[config.mk]
export PLATFORM = sky130hd
export DESIGN_NAME = hdl_literal_token_classifier_unit
export DESIGN_NICKNAME = d
export VERILOG_FILES = /design/src/sv/hltc_pkg.sv /design/src/sv/hltc_recog.sv /design/src/sv/hdl_literal_token_classifier_unit.sv
export SDC_FILE = /design/constraint.sdc
export NUM_CORES = 1
export LEC_CHECK = 0
export BUFFER_PORTS_ARGS = -buffer_cell sky130_fd_sc_hd__clkbuf_2
export CAP_MARGIN = 20
export CORE_ASPECT_RATIO = 1.75
export CORE_MARGIN = 2
export CORE_UTILIZATION = 55
export DETAILED_ROUTE_END_ITERATION = 8
export GPL_TIMING_DRIVEN = 1
export MAX_ROUTING_LAYER = met4
export PLACE_DENSITY = 0.8
export RECOVER_POWER = 25
export SLEW_MARGIN = 10
export SYNTH_ARGS = -nofsm -noshare
export SYNTH_HDL_FRONTEND = slang
export SYNTH_SLANG_ARGS = --single-unit
[constraint.sdc]
create_clock -name clk_i -period 4.1 [get_ports clk_i]
set_input_delay 0.205 -clock clk_i [delete_from_list [all_inputs] [get_ports clk_i]]
set_output_delay 0.205 -clock clk_i [all_outputs]
set_load 0.02 [all_outputs]
[src/sv/hltc_pkg.sv]
`timescale 1ns / 1ps
`default_nettype none

package hltc_pkg;

  // Character codes the recognizers look for.
  localparam logic [7:0] ChZero   = 8'h30;
  localparam logic [7:0] ChNine   = 8'h39;
  localparam logic [7:0] ChLowA   = 8'h61;
  localparam logic [7:0] ChLowF   = 8'h66;
  localparam logic [7:0] ChUpA    = 8'h41;
  localparam logic [7:0] ChUpF    = 8'h46;
  localparam logic [7:0] ChPlus   = 8'h2b;
  localparam logic [7:0] ChMinus  = 8'h2d;
  localparam logic [7:0] ChDot    = 8'h2e;
  localparam logic [7:0] ChLowE   = 8'h65;
  localparam logic [7:0] ChUpE    = 8'h45;
  localparam logic [7:0] ChTick   = 8'h27;
  localparam logic [7:0] ChDquote = 8'h22;
  localparam logic [7:0] ChLowS   = 8'h73;
  localparam logic [7:0] ChLowH   = 8'h68;
  localparam logic [7:0] ChLowD   = 8'h64;
  localparam logic [7:0] ChLowO   = 8'h6f;
  localparam logic [7:0] ChLowB   = 8'h62;
  localparam logic [7:0] ChLowP   = 8'h70;
  localparam logic [7:0] ChLowN   = 8'h6e;
  localparam logic [7:0] ChLowU   = 8'h75;
  localparam logic [7:0] ChLowM   = 8'h6d;

  // Time-number recognizer states.
  typedef enum logic [2:0] {
    TN_START = 3'd0,
    TN_INT   = 3'd1,
    TN_DOT   = 3'd2,
    TN_FRAC  = 3'd3,
    TN_DEAD  = 3'd4
  } tn_state_e;

  // Real-literal recognizer states.
  typedef enum logic [3:0] {
    RL_START   = 4'd0,
    RL_SIGN    = 4'd1,
    RL_INT     = 4'd2,
    RL_DOTONLY = 4'd3,
    RL_FRAC    = 4'd4,
    RL_EXP     = 4'd5,
    RL_EXPSIGN = 4'd6,
    RL_EXPDIG  = 4'd7,
    RL_DEAD    = 4'd8
  } rl_state_e;

  // Sized-literal prefix recognizer states.
  typedef enum logic [2:0] {
    SZ_DIGITS  = 3'd0,
    SZ_QUOTE   = 3'd1,
    SZ_SIGNED  = 3'd2,
    SZ_BASE    = 3'd3,
    SZ_MATCHED = 3'd4,
    SZ_DEAD    = 3'd5
  } sz_state_e;

  // Token classes, in priority order.
  typedef enum logic [2:0] {
    CLS_TIME    = 3'd0,
    CLS_REAL    = 3'd1,
    CLS_NUMERIC = 3'd2,
    CLS_STRING  = 3'd3,
    CLS_IDENT   = 3'd4
  } token_class_e;

  function automatic logic is_dig(input logic [7:0] c);
    return (c >= ChZero) && (c <= ChNine);
  endfunction

  function automatic logic is_hex(input logic [7:0] c);
    return is_dig(c) || ((c >= ChLowA) && (c <= ChLowF)) || ((c >= ChUpA) && (c <= ChUpF));
  endfunction

  function automatic logic is_sign(input logic [7:0] c);
    return (c == ChPlus) || (c == ChMinus);
  endfunction

  function automatic logic is_e(input logic [7:0] c);
    return (c == ChLowE) || (c == ChUpE);
  endfunction

  function automatic logic is_base(input logic [7:0] c);
    return (c == ChLowH) || (c == ChLowD) || (c == ChLowO) || (c == ChLowB);
  endfunction

  // Characters that can open a two-letter time unit.
  function automatic logic is_unit_lead(input logic [7:0] c);
    return (c == ChLowF) || (c == ChLowP) || (c == ChLowN) || (c == ChLowU) ||
           (c == ChLowM);
  endfunction

  function automatic logic timenum_ok(input tn_state_e st);
    return (st == TN_INT) || (st == TN_FRAC);
  endfunction

  function automatic tn_state_e timenum_next(input tn_state_e st, input logic [7:0] c);
    tn_state_e nx;
    unique case (st)
      TN_START: nx = is_dig(c) ? TN_INT : TN_DEAD;
      TN_INT:   nx = is_dig(c) ? TN_INT : ((c == ChDot) ? TN_DOT : TN_DEAD);
      TN_DOT:   nx = is_dig(c) ? TN_FRAC : TN_DEAD;
      TN_FRAC:  nx = is_dig(c) ? TN_FRAC : TN_DEAD;
      default:  nx = TN_DEAD;
    endcase
    return nx;
  endfunction

  function automatic rl_state_e real_next(input rl_state_e st, input logic [7:0] c);
    rl_state_e nx;
    unique case (st)
      RL_START: begin
        if (is_sign(c))        nx = RL_SIGN;
        else if (is_dig(c))    nx = RL_INT;
        else if (c == ChDot)   nx = RL_DOTONLY;
        else                   nx = RL_DEAD;
      end
      RL_SIGN: begin
        if (is_dig(c))         nx = RL_INT;
        else if (c == ChDot)   nx = RL_DOTONLY;
        else                   nx = RL_DEAD;
      end
      RL_INT: begin
        if (is_dig(c))         nx = RL_INT;
        else if (c == ChDot)   nx = RL_FRAC;
        else if (is_e(c))      nx = RL_EXP;
        else                   nx = RL_DEAD;
      end
      RL_DOTONLY: nx = is_dig(c) ? RL_FRAC : RL_DEAD;
      RL_FRAC: begin
        if (is_dig(c))         nx = RL_FRAC;
        else if (is_e(c))      nx = RL_EXP;
        else                   nx = RL_DEAD;
      end
      RL_EXP: begin
        if (is_sign(c))        nx = RL_EXPSIGN;
        else if (is_dig(c))    nx = RL_EXPDIG;
        else                   nx = RL_DEAD;
      end
      RL_EXPSIGN, RL_EXPDIG: nx = is_dig(c) ? RL_EXPDIG : RL_DEAD;
      default: nx = RL_DEAD;
    endcase
    return nx;
  endfunction

  function automatic sz_state_e sized_next(input sz_state_e st, input logic [7:0] c);
    sz_state_e nx;
    unique case (st)
      SZ_DIGITS:  nx = is_dig(c) ? SZ_DIGITS : ((c == ChTick) ? SZ_QUOTE : SZ_DEAD);
      SZ_QUOTE:   nx = (c == ChLowS) ? SZ_SIGNED : (is_base(c) ? SZ_BASE : SZ_DEAD);
      SZ_SIGNED:  nx = is_base(c) ? SZ_BASE : SZ_DEAD;
      SZ_BASE:    nx = is_hex(c) ? SZ_MATCHED : SZ_DEAD;
      SZ_MATCHED: nx = SZ_MATCHED;
      default:    nx = SZ_DEAD;
    endcase
    return nx;
  endfunction

endpackage

`default_nettype wire

[src/sv/hltc_recog.sv]
`timescale 1ns / 1ps
`default_nettype none

// Recognizer state for the token in progress, plus the class decision on
// the character that closes it.
module hltc_recog (
  input  wire logic                  clk_i,
  input  wire logic                  rst_ni,
  input  wire logic                  accept_i,
  input  wire logic [7:0]            char_code_i,
  input  wire logic                  is_last_i,
  output hltc_pkg::token_class_e     token_class_o
);

  logic [1:0]          char_count_q, char_count_d;
  hltc_pkg::tn_state_e tn_now_q, tn_now_d;
  hltc_pkg::tn_state_e tn_lag_q, tn_lag_d;
  hltc_pkg::rl_state_e real_q, real_d;
  logic                digits_only_q, digits_only_d;
  hltc_pkg::sz_state_e sized_q, sized_d;
  logic                starts_quote_q, starts_quote_d;
  logic [7:0]          cur_char_q, cur_char_d;

  // Values every recognizer takes after the incoming character.
  logic [1:0]          count_next;
  hltc_pkg::tn_state_e tn_next;
  hltc_pkg::rl_state_e real_next;
  logic                digits_next;
  hltc_pkg::sz_state_e sized_next;
  logic                quote_next;
  logic                time_hit;
  logic                two_letter;

  always_comb begin
    count_next  = (char_count_q == 2'd3) ? 2'd3 : char_count_q + 2'd1;
    tn_next     = hltc_pkg::timenum_next(tn_now_q, char_code_i);
    real_next   = hltc_pkg::real_next(real_q, char_code_i);
    digits_next = digits_only_q & hltc_pkg::is_dig(char_code_i);
    sized_next  = hltc_pkg::sized_next(sized_q, char_code_i);
    quote_next  = starts_quote_q |
                  ((char_count_q == 2'd0) && (char_code_i == hltc_pkg::ChDquote));
  end

  // Time literal: the number must end just before the unit. With the new
  // character taken in, the previous character is cur_char_q, the number
  // without the last character is tn_now_q, and without two is tn_lag_q.
  always_comb begin
    two_letter = (count_next == 2'd3) && hltc_pkg::is_unit_lead(cur_char_q);
    time_hit   = 1'b0;
    if (char_code_i == hltc_pkg::ChLowS) begin
      if (two_letter)                time_hit = hltc_pkg::timenum_ok(tn_lag_q);
      else if (count_next >= 2'd2)   time_hit = hltc_pkg::timenum_ok(tn_now_q);
    end
  end

  // Pick the first class that matched.
  always_comb begin
    if (time_hit) begin
      token_class_o = hltc_pkg::CLS_TIME;
    end else if ((real_next == hltc_pkg::RL_FRAC) || (real_next == hltc_pkg::RL_EXPDIG)) begin
      token_class_o = hltc_pkg::CLS_REAL;
    end else if (digits_next || (sized_next == hltc_pkg::SZ_MATCHED)) begin
      token_class_o = hltc_pkg::CLS_NUMERIC;
    end else if (quote_next) begin
      token_class_o = hltc_pkg::CLS_STRING;
    end else begin
      token_class_o = hltc_pkg::CLS_IDENT;
    end
  end

  // State update: advance on each transaction, return to start after the
  // last character of a token.
  always_comb begin
    char_count_d   = char_count_q;
    tn_now_d       = tn_now_q;
    tn_lag_d       = tn_lag_q;
    real_d         = real_q;
    digits_only_d  = digits_only_q;
    sized_d        = sized_q;
    starts_quote_d = starts_quote_q;
    cur_char_d     = cur_char_q;
    if (accept_i) begin
      if (is_last_i) begin
        char_count_d   = 2'd0;
        tn_now_d       = hltc_pkg::TN_START;
        tn_lag_d       = hltc_pkg::TN_START;
        real_d         = hltc_pkg::RL_START;
        digits_only_d  = 1'b1;
        sized_d        = hltc_pkg::SZ_DIGITS;
        starts_quote_d = 1'b0;
        cur_char_d     = 8'd0;
      end else begin
        char_count_d   = count_next;
        tn_now_d       = tn_next;
        tn_lag_d       = tn_now_q;
        real_d         = real_next;
        digits_only_d  = digits_next;
        sized_d        = sized_next;
        starts_quote_d = quote_next;
        cur_char_d     = char_code_i;
      end
    end
  end

  always_ff @(posedge clk_i or negedge rst_ni) begin
    if (!rst_ni) begin
      char_count_q   <= 2'd0;
      tn_now_q       <= hltc_pkg::TN_START;
      tn_lag_q       <= hltc_pkg::TN_START;
      real_q         <= hltc_pkg::RL_START;
      digits_only_q  <= 1'b1;
      sized_q        <= hltc_pkg::SZ_DIGITS;
      starts_quote_q <= 1'b0;
      cur_char_q     <= 8'd0;
    end else begin
      char_count_q   <= char_count_d;
      tn_now_q       <= tn_now_d;
      tn_lag_q       <= tn_lag_d;
      real_q         <= real_d;
      digits_only_q  <= digits_only_d;
      sized_q        <= sized_d;
      starts_quote_q <= starts_quote_d;
      cur_char_q     <= cur_char_d;
    end
  end

endmodule

`default_nettype wire

[src/sv/hdl_literal_token_classifier_unit.sv]
`timescale 1ns / 1ps
`default_nettype none

// Classifies one HDL token fed one character per transaction, the final
// character flagged by is_last_i. Each accepted character updates the
// recognizer state, and a new one can follow in the next cycle; the class
// of a token (0 time, 1 real, 2 numeric, 3 string, 4 identifier) is held
// in the output register from the cycle after its final character is
// accepted. The input stalls only while that register holds a result the
// downstream side is stalling. Non-final characters produce no result.
module hdl_literal_token_classifier_unit (
  input  wire logic       clk_i,
  input  wire logic       rst_ni,
  input  wire logic       in_valid_i,
  output logic            in_stall_o,
  input  wire logic [7:0] char_code_i,
  input  wire logic       is_last_i,
  output logic            out_valid_o,
  input  wire logic       out_stall_i,
  output logic [2:0]      token_class_o
);

  logic                     accept;
  hltc_pkg::token_class_e   class_now;
  logic                     out_valid_q, out_valid_d;
  logic [2:0]               token_class_q, token_class_d;

  // Input transactions proceed unless the result register is blocked.
  assign in_stall_o = out_valid_q & out_stall_i;
  assign accept     = in_valid_i & ~in_stall_o;

  hltc_recog u_recog (
    .clk_i         (clk_i),
    .rst_ni        (rst_ni),
    .accept_i      (accept),
    .char_code_i   (char_code_i),
    .is_last_i     (is_last_i),
    .token_class_o (class_now)
  );

  // Result register: load on a final character, drain when taken.
  always_comb begin
    out_valid_d   = out_valid_q;
    token_class_d = token_class_q;
    if (accept && is_last_i) begin
      out_valid_d   = 1'b1;
      token_class_d = class_now;
    end else if (!out_stall_i) begin
      out_valid_d   = 1'b0;
    end
  end

  always_ff @(posedge clk_i or negedge rst_ni) begin
    if (!rst_ni) begin
      out_valid_q <= 1'b0;
    end else begin
      out_valid_q <= out_valid_d;
    end
  end

  always_ff @(posedge clk_i) begin
    token_class_q <= token_class_d;
  end

  assign out_valid_o   = out_valid_q;
  assign token_class_o = token_class_q;

endmodule

`default_nettype wire
==> Yosys cells after proc, flatten, opt, wreduce, memory -nomap -nowiden <==
Index checks and enable logic that the tools add are counted.
{ "classes": {"n_addsub": 1, "n_lt_le_gt_ge": 7, "eq_ne": 39, "muxes": 39, "bitwise": 5, "reduce_logical": 29} }
{ "ops": {"columns": ["cell", "n"], "rows": [
  ["$eq A8 B7 Y1 const B", 12],
  ["$mux W4", 11],
  ["$eq A8 B6 Y1 const B", 5],
  ["$mux W3", 12],
  ["$pmux W4 S7", 1],
  ["$eq A4 B3 Y1 const B", 6],
  ["$ge A8 B7 Y1 const B", 2],
  ["$le A8 B7 Y1 const B", 2],
  ["$eq A3 B2 Y1 const B", 5],
  ["$logic_or A1 B1 Y1", 15],
  ["$pmux W3 S5", 1],
  ["$eq A3 B1 Y1 const B", 3],
  ["$mux W1", 9],
  ["$pmux W3 S3", 1],
  ["$eq A4 B2 Y1 const B", 2],
  ["$ge A8 B6 Y1 const B", 1],
  ["$le A8 B6 Y1 const B", 1],
  ["$mux W8", 1],
  ["$eq A3 B3 Y1 const B", 2],
  ["$logic_and A1 B1 Y1", 6],
  ["$logic_not A3 Y1", 2],
  ["$mux W2", 3],
  ["$reduce_or A2 Y1", 3],
  ["$eq A2 B2 Y1 const B", 2],
  ["10 further kinds", 12]
]} }
{ "totals": {"regBits": 29, "out_inout_bits": 5, "word_cells": 132} }

==> Logic depth before layout (Yosys ltp) <==
Gate-level depths: netlist of run 1.
{ "depth": {"word_depth": 11, "depth_mapped": 7} }

==> Cells and area by module <==
Synthesis of run 1 repeated with hierarchy kept, for this count alone.
{ "unflattened": {"hier_cells": 200, "area_unflattened_um2": 1851.8} }
{ "modules_own_cells": {"columns": ["module", "n_inst", "cells_each", "area_per_inst_um2", "seq_area_each_um2"], "rows": [
  ["hltc_recog", 1, 191, 1697.9, 601.8],
  ["hdl_literal_token_classifier_unit", 1, 9, 153.9, 115.1]
]} }

==> Least setup slack after synthesis of run 1 <==
No wires, ideal clock.
{ "synth_path": {"path_kind": "input-to-reg", "from": "in char_code_i[4]", "to": "reg token_class_q[2] (netlist: token_class_o[2]) (data pin)", "arrival_time_ns": 2.011, "setup_slack_ns": 1.821, "stages": 7, "cell_sequence": "buf_6 > or4b_1 > buf_2 > or4_1 > a221o_1 > a211oi_1 > nor4_1"} }
{ "synth_via": {"elab_chain_len": 10, "elab_cells_between_ends": 56, "classes_between": "6 x order compare; 15 x eq/ne; 19 x mux; 2 x bitwise; 14 x reduce/logical"} }
{ "synth_rtl": {"columns": ["item", "line", "text"], "rows": [
  ["start, declared", "hdl_literal_token_classifier_unit.sv:16", "input wire logic [7:0] char_code_i,"],
  ["branches (longest 10 deep; another with $ge A8 B6 Y1)", null, null],
  ["end signal, assigned", "hdl_literal_token_classifier_unit.sv:62", "token_class_q <= token_class_d;"],
  ["end, declared", "hdl_literal_token_classifier_unit.sv:26", "logic [2:0] token_class_q, token_class_d;"]
]} }
Parallel ways; which one is timed is not known.
A chain may end at the register's enable or synchronous reset.

==> Final worst setup path of run 1 <==
{ "layout_path": {"from": "reg u_recog.real_q[2]", "to": "reg token_class_q[2] (netlist: token_class_o[2]) (data pin)"} }
{ "layout_via": {"elab_chain_len": 6, "elab_cells_between_ends": 14, "classes_between": "9 x eq/ne; 1 x mux; 4 x reduce/logical"} }
{ "layout_rtl": {"columns": ["item", "line", "text"], "rows": [
  ["start, declared", "hltc_recog.sv:18", "hltc_pkg::rl_state_e real_q, real_d;"],
  ["start signal, assigned", "hltc_recog.sv:110", "real_q <= hltc_pkg::RL_START;"],
  ["start signal, assigned", "hltc_recog.sv:119", "real_q <= real_d;"],
  ["$eq A4 B3 Y1", "hltc_pkg.sv:115", "unique case (st)"],
  ["$reduce_or A2 Y1", "hltc_pkg.sv:115", null],
  ["$pmux W4 S7 (*)", "hltc_pkg.sv:115", null],
  ["$eq A4 B3 Y1", "hltc_recog.sv:60", "end else if ((real_next == hltc_pkg::RL_FRAC) || (real_next == hltc_pkg::RL_EXPDIG)) begin"],
  ["$logic_or A1 B1 Y1 (*)", "hltc_recog.sv:60", null],
  ["$reduce_or A3 Y1 (no line) (*)", null, null]
]} }
Every way passes the cells marked *; elsewhere a longest branch is shown, timed or not.

==> results of run 1 <==
==> logic make-up (layout without fill, tap and decap cells) <==
group,after synthesis,in the layout,share of synthesized area
xor+xnor,4,4,0.0197
flops,28,28,0.403
compound gates,51,51,0.208
mux,1,1,0.00563
buf+inv,26,31,0.0598
simple gates,101,101,0.303
==> power by group through the flow <==
stage | Sequential [mW] | Clock, mW | Combinational [mW]
CTS | 0.350 | 0.151 | 0.151
detailed placement | 0.355 | 0 | 0.150
finish | 0.352 | 0.151 | 0.150
global route | 0.355 | 0.161 | 0.173
floorplan | 0.346 | 0 | 0.113
global placement | 0.354 | 0 | 0.147
==> per-layer routing <==
layer / global-route usage / part of all wire / routed length (microns) / vias up
li1: - / - / - / 787
met1: 0.324 / 0.41 / 1710 / 764
met2: 0.416 / 0.51 / 2130 / 55
met3: 0.0159 / 0.048 / 200 / 13
met4: 0.144 / 0.035 / 148 / 0
met5: - / 0 / 0 / -
==> synth_stat cells, types with 2 or more instances <==
master     instances  area (sq um)
nand2_1           40           150
dfrtp_1           24           601
clkbuf_1          14          52.6
a21oi_1            9          45.0
inv_1              9          33.8
nor2_1             9          33.8
nand3b_1           8          60.1
o21ai_0            8          40.0
o31ai_1            7          52.6
nor3_1             5          25.0
nor4_1             5          31.3
a211oi_1           4          30.0
and3_1             4          25.0
nand2b_1           4          25.0
nor2b_1            4          25.0
or4_1              4          30.0
a311oi_1           3          26.3
edfxtp_1           3          90.1
nand4_1            3          18.8
a32oi_1            2          17.5
and2_1             2          12.5
nand3_1            2          10.0
nand4b_1           2          17.5
nor3b_1            2          15.0
nor4b_1            2          17.5
o2111ai_1          2          17.5
o41ai_1            2          17.5
xnor2_1            2          17.5
xor2_1             2          17.5
==> timing repair <==
item,4_1_cts,5_1_grt
hold buffers,1,0
endpoints found under the setup margin,0,0
hold endpoints to repair,24,0
resized for setup,0,0
==> metrics by stage <==
stage	hold WS [ps]	cells	total power [mW]	util	instance area (sq um)
after floorplan	-90.6	211	0.459	-	1780
after global placement	240	254	0.501	0.593	1840
after detailed placement	245	254	0.505	0.593	1840
after CTS	182	259	0.652	0.611	1900
after global routing	208	259	0.689	0.611	1900
final	176	259	0.653	0.611	1900
==> cells in the final DEF (no fill, tap or decap), types with 3 or more instances in the layout <==
cell	n
nand2_1	40
dfrtp_1	24
clkbuf_2	16
inv_1	9
nor2_1	9
a21oi_1	9
nand3b_1	8
o21ai_0	8
o31ai_1	7
nor4_1	5
nor3_1	5
nand2b_1	4
or4_1	4
and3_1	4
nor2b_1	4
a211oi_1	4
a311oi_1	3
nand4_1	3
clkbuf_8	3
edfxtp_1	3
==> worst max-delay path, delay by kind of cell, from the launching register on <==
kind	cells	cell delay [ps]
AND/OR/NAND/NOR	3	1030
flip-flops	1	570
AO/OA/AOI/OAI	2	400
==> worst max path at each step <==
stage                            from  cells after the start               end
global route        u_recog.real_q[2]                      5  token_class_o[2]
detailed placement     char_code_i[4]                      6  token_class_o[2]
global placement       char_code_i[4]                      6  token_class_o[2]
floorplan              char_code_i[4]                      7  token_class_o[2]
CTS                 u_recog.real_q[2]                      5  token_class_o[2]
finish              u_recog.real_q[2]                      5  token_class_o[2]
==> final cells by class <==
class                           count  area [sq um]
Multi-Input combinational cell    157           955
Clock buffer                        3          41.3
Timing Repair Buffer               18          93.8
Sequential cell                    28           717
Clock inverter                      1          3.75
Tap cell                           43          53.8
Fill cell                         292          1210
Inverter                            9          33.8
==> registers in the layout, summed over array words and instances, names as in the netlist <==
name and count:
u_recog.char_count_q 2, u_recog.digits_only_q 1, u_recog.tn_now_q 3, u_recog.real_q 4
out_valid_o 1, u_recog.cur_char_q 8, u_recog.tn_lag_q 2, u_recog.sized_q 3
u_recog.starts_quote_q 1, token_class_o 3
==> impl_metrics.csv, run 1 <==
group,metric,value,unit
critical_path,cp.required,4120,ps
critical_path,start_kind,"flop",
timing,setup-violations-final,0,
timing,rsz0062_at_grt,"false",
placement,dpl.hpwl,3050,microns
clock_network,cts_tree,"done",
logic_synthesis,synthFlopType,"dfrtp_1",
status,status,"finished clean",
power,leakage,0.793,nW
detailed_routing,vias_per_cell,6.25,
power,powerDensity,344,nW/um^2
power,pwr-share-seq,0.538,
timing,slew_headroom,0.129,
critical_path,max_stage_delay,570,ps
power,p_sw_frac,0.324,
floorplan,die_w,47.0,microns
min_path,hp-start,"out_stall_i",
clock_network,clock_path_buffers,2,
cells_and_area,diodes,0,
cells_and_area,layout.nets,230,
power,p_sw,212,uW
detailed_routing,avgRoutedWirePerCell,16.2,microns
logic_synthesis,ys_seq_elements,28,
timing,timing.final.crit_share,0.552,
logic_synthesis,synthArstFlopShare,0.893,
critical_path,rr_worst_depth,5,
timing,tightest_slew,1310,ps
critical_path,r2r_start,"u_recog.real_q[2]",
critical_path,cp_max_fo,11,
clock_network,cts.clk_slew.worst_paths,90,ps
floorplan,initial_core_util,0.572,
clock_network,htree_levels,1,
global_route,grt_pass1_wl,7110,microns
timing,worst_slack,1840,ps
floorplan,num_rows,27,
cells_and_area,drive_above_1_share,0.111,
run,max_cap_violations,0,
clock_network,clk_latency,270,ps
detailed_routing,wirelength,4190,microns
detailed_routing,drc_errors,0,
logic_synthesis,postSynthCellCount,211,
logic_synthesis,synth_warnings,0,
global_route,grt_overflow,0,
timing,tns,0,ps
detailed_routing,dr.pass1.iters,4,
critical_path,cp.arrival,2290,ps
timing,timing.final.crit_period,2260,ps
critical_path,r2r_end,"token_class_o[2]",
critical_path,cp-end-kind,"flop",
logic_synthesis,synth_cell_type_count,53,
power,clock_power_share,0.231,
min_path,holdPathStages,3,
critical_path,crit_path_top_delay_cell,"dfrtp_1",
timing,fin_skew,3.25,ps
placement,routabilityCongestion,0.861,
critical_path,r2r_slack,1840,ps
timing,fmax,0.442,GHz
detailed_routing,vias,1619,
power,ir_worst_vdd,191,uV
critical_path,critical_path.most_common_cell,"nor4_1",
clock_network,postCtsSetupBuffers,0,
global_route,grt_pass1_vias,1566,
logic_synthesis,syn_area_per_cell,8.43,sq um
placement,dp_slack,1640,ps
clock_network,cts_buffers,3,
timing,slew_violations,0,
detailed_routing,drt_first_iter_violations,60,
floorplan,die_area,3720,sq um
logic_synthesis,synth_area,1780,sq um
logic_synthesis,synth_nets,224,
floorplan,die_y,79.2,microns
floorplan,fp.coreArea,3110,sq um
logic_synthesis,synth_edf_count,3,
min_path,hold_path_class,"in2reg",
critical_path,critical_path_class,"reg2reg",
detailed_routing,ant_nets,0,
min_path,holdPathEnd,"out_valid_o",
clock_network,cts_root_buf,"clkbuf_8",
global_route,grt_max_degree,28,
cells_and_area,syn2layout_area_growth,6.76,%
floorplan,boundaryPins,18,
critical_path,path_cells,"or4bb_1 -> nor4_1 -> a21oi_1 -> a211oi_1 -> nor4_1",
power,p_int,441,uW
global_route,antenna_found_initial,0,
power,combinationalPowerShare,0.230,
placement,io_buffers,17,
global_route,gr-usage-all-layers,0.264,
clock_network,cts.sinks,28,
logic_synthesis,ys_seq_area_frac,0.403,
timing,hold_viol,0,
No activity file was read; power rests on OpenSTA's default activity.
==> run 2: changes to the inputs <==
--- a/config.mk
+++ b/config.mk
@@ -5,6 +5,7 @@
 export SDC_FILE = /design/constraint.sdc
 export NUM_CORES = 1
 export LEC_CHECK = 0
+export ABC_AREA = 1
 export BUFFER_PORTS_ARGS = -buffer_cell sky130_fd_sc_hd__clkbuf_2
 export CAP_MARGIN = 20
 export CORE_ASPECT_RATIO = 1.75
==> constraint.sdc (replaced) <==
create_clock -name clk_i -period 2.3 [get_ports clk_i]
set_input_delay 0.115 -clock clk_i [delete_from_list [all_inputs] [get_ports clk_i]]
set_output_delay 0.115 -clock clk_i [all_outputs]
set_load 0.02 [all_outputs]
==> impl_metrics.csv, run 2 <==
group,metric,value,unit
logic_synthesis,synth_nets,270,
critical_path,path_cells,"inv_1 -> nand2_1 -> nor2_1 -> nand3_1 -> nand2_1 -> inv_1 -> nand2_1 -> nor2_1 -> nand2_1 -> nand3_2 -> nand2_2 -> nor2_1",
timing,slew_violations,0,
critical_path,critical_path_class,"reg2reg",
floorplan,num_rows,27,
clock_network,clk_latency,270,ps
cells_and_area,layout_commonest_cell,"nand2_1",
logic_synthesis,yosys.area.top_type_share,0.342,
cells_and_area,syn2layout_area_growth,11.2,%
cells_and_area,largest_register,"u_recog.cur_char_q",
logic_synthesis,synth.largest_area_cell,"dfrtp_1",
detailed_routing,dr.pass1.iters,4,
logic_synthesis,synth_edf_count,3,
global_route,grt_overflow,0,
critical_path,crit_path_top_delay_cell,"dfrtp_1",
logic_synthesis,synth_warnings,0,
logic_synthesis,postSynthCellCount,257,
cells_and_area,diodes,0,
power,clock_power_share,0.261,
logic_synthesis,synthTopCellsByCount,"72 x nand2_1, 41 x inv_1, 29 x nor2_1",
timing,fmax,0.565,GHz
timing,timing.final.crit_period,1770,ps
power,leakage,1.03,nW
clock_network,cts_buffers,3,
detailed_routing,wirelength,4240,microns
floorplan,die_area,3680,sq um
critical_path,critical_path.most_common_cell,"nand2_1",
clock_network,cts_root_buf,"clkbuf_8",
clock_network,cts_tree,"done",
timing,tns,0,ps
power,p_sw_frac,0.312,
critical_path,r2r_start,"u_recog.real_q[1]",
logic_synthesis,syn_area_per_cell,6.84,sq um
logic_synthesis,synthFlopType,"dfrtp_1",
detailed_routing,vias,1714,
critical_path,crit_start,"u_recog.real_q[1]",
run,max_cap_violations,0,
timing,rsz0062_at_grt,"false",
placement,dp_slack,586,ps
critical_path,cp-endpoint,"token_class_o[2]",
critical_path,cp.required,2340,ps
detailed_routing,vias_per_cell,5.36,
logic_synthesis,yosysMostFrequentCell,"nand2_1",
power,p_sw,361,uW
timing,tightest_slew,1370,ps
clock_network,cts.repair.resized,0,
clock_network,clock_path_buffers,2,
logic_synthesis,synthArstFlopShare,0.893,
cells_and_area,final_cell_mix,"72 x nand2_1, 41 x inv_1, 29 x nor2_1",
critical_path,cp.arrival,1810,ps
placement,routabilityCongestion,0.881,
placement,io_buffers,17,
critical_path,max_stage_delay,410,ps
logic_synthesis,ys_seq_elements,28,
timing,slew_headroom,0.0896,
status,status,"finished clean",
global_route,gr-usage-all-layers,0.275,
floorplan,boundaryPins,18,
logic_synthesis,synth.top_cells.by_area,"dfrtp_1 34%, nand2_1 15%, inv_1 8.8%, nor2_1 6.2%, nand3_1 5.7%",
timing,worst_slack,530,ps
floorplan,die_w,46.7,microns
global_route,grt_pass1_wl,7210,microns
timing,fin_skew,1.33,ps
power,p_int,798,uW
critical_path,rr_worst_depth,12,
logic_synthesis,synth_area,1760,sq um
power,powerDensity,592,nW/um^2
power,combinationalPowerShare,0.236,
critical_path,worst-path-buf-inv,2,
critical_path,cp.depth,12,
detailed_routing,drt_first_iter_violations,72,
logic_synthesis,ys_seq_area_frac,0.408,
power,ir_worst_vdd,308,uV
global_route,grt_max_degree,26,
cells_and_area,largest_reg_flops,8,
critical_path,crit_family,"simple AND/OR/NAND/NOR gates",
timing,timing.final.crit_share,0.769,
cells_and_area,layout.nets,291,
clock_network,htree_levels,1,
clock_network,cts.sinks,28,
cells_and_area,drive_above_1_share,0.116,
floorplan,fp.coreArea,3110,sq um
detailed_routing,avgRoutedWirePerCell,13.3,microns
critical_path,r2r_slack,530,ps
cells_and_area,reg_top3,"u_recog.cur_char_q (8), u_recog.real_q (4)",
timing,setup-violations-final,0,
critical_path,cp_max_fo,5,
global_route,grt_pass1_vias,1711,
global_route,antenna_found_initial,0,
clock_network,cts.clk_slew.worst_paths,90,ps
floorplan,initial_core_util,0.566,
critical_path,start_kind,"flop",
critical_path,cp-end-kind,"flop",
critical_path,r2r_end,"token_class_o[2]",
detailed_routing,ant_nets,0,
timing,hold_viol,0,
logic_synthesis,synth_cell_type_count,29,
power,pwr-share-seq,0.504,
placement,dpl.hpwl,3220,microns
detailed_routing,drc_errors,0,
min_path,hold_path_class,"in2reg",
floorplan,die_y,78.8,microns
run 2: changes by cell type after synthesis, sizes merged, moves of 8 or more:
cell / change
clkbuf: -12
inv: +34
nand2: +37
nand3: +19
nor2: +22
o22ai: +8
run 2: cell families (layout without fill, tap and decap cells):
family                 Yosys count  count (layout)  synth area share
XOR/XNOR                         1               1           0.00498
AND/OR/NAND/NOR                138             138             0.344
flip-flops                      28              28             0.408
buffers and inverters           46              66            0.0989
AO/OA/AOI/OAI                   44              44             0.144
run 2: cell type report:
type                       instances  area [sq um]
sequential                        28           717
clock buffer                       4          55.1
tap                               43          53.8
multi-input combinational        183           867
fill                             311          1150
inverter                          43           161
timing repair buffer              19           101
run 2: worst min path at each step:
stage	start	end	slack, ps	depth (start not counted)
floorplan	rst_ni	out_valid_o	-180	0
global placement	rst_ni	u_recog.sized_q[0]	160	1
detailed placement	rst_ni	u_recog.cur_char_q[2]	170	1
CTS	char_code_i[5]	u_recog.cur_char_q[5]	110	3
global route	char_code_i[5]	u_recog.cur_char_q[5]	110	3
finish	char_code_i[5]	u_recog.cur_char_q[5]	100	3
run 2: per-stage QoR:
stage	cell area, sq um	hold slack (ps)	total power [mW]	cells	utilization
detailed placement	1890	165	0.861	315	0.609
finish	1960	104	1.16	320	0.629
floorplan	1760	-181	0.782	257	-
CTS	1960	106	1.16	320	0.630
global placement	1890	160	0.856	315	0.609
global route	1960	105	1.23	320	0.629
run 2: tightest hold or removal path, cell delays in order:
cell and delay [ps]:
clkbuf_2 120, nand2_1 60, nand2_1 50
run 2: metal layers:
layer,GRT usage,vias to the layer above,routed length (microns),part of all wire
met5,-,-,0,0
met4,0.119,0,104,0.025
met3,0.0386,11,75,0.018
met2,0.478,28,2290,0.54
met1,0.294,801,1780,0.42
li1,-,874,-,-
run 2: power groups by stage:
stage	logic [mW]	clock network, mW	registers, mW
final	0.273	0.302	0.584
after CTS	0.272	0.303	0.584
after global placement	0.264	0	0.592
after floorplan	0.188	0	0.594
after detailed placement	0.268	0	0.593
after global routing	0.317	0.320	0.590
run 2: repair_timing:
item,CTS,global route
setup buffers,0,0
hold buffers,1,0
endpoints found under the hold margin,24,0
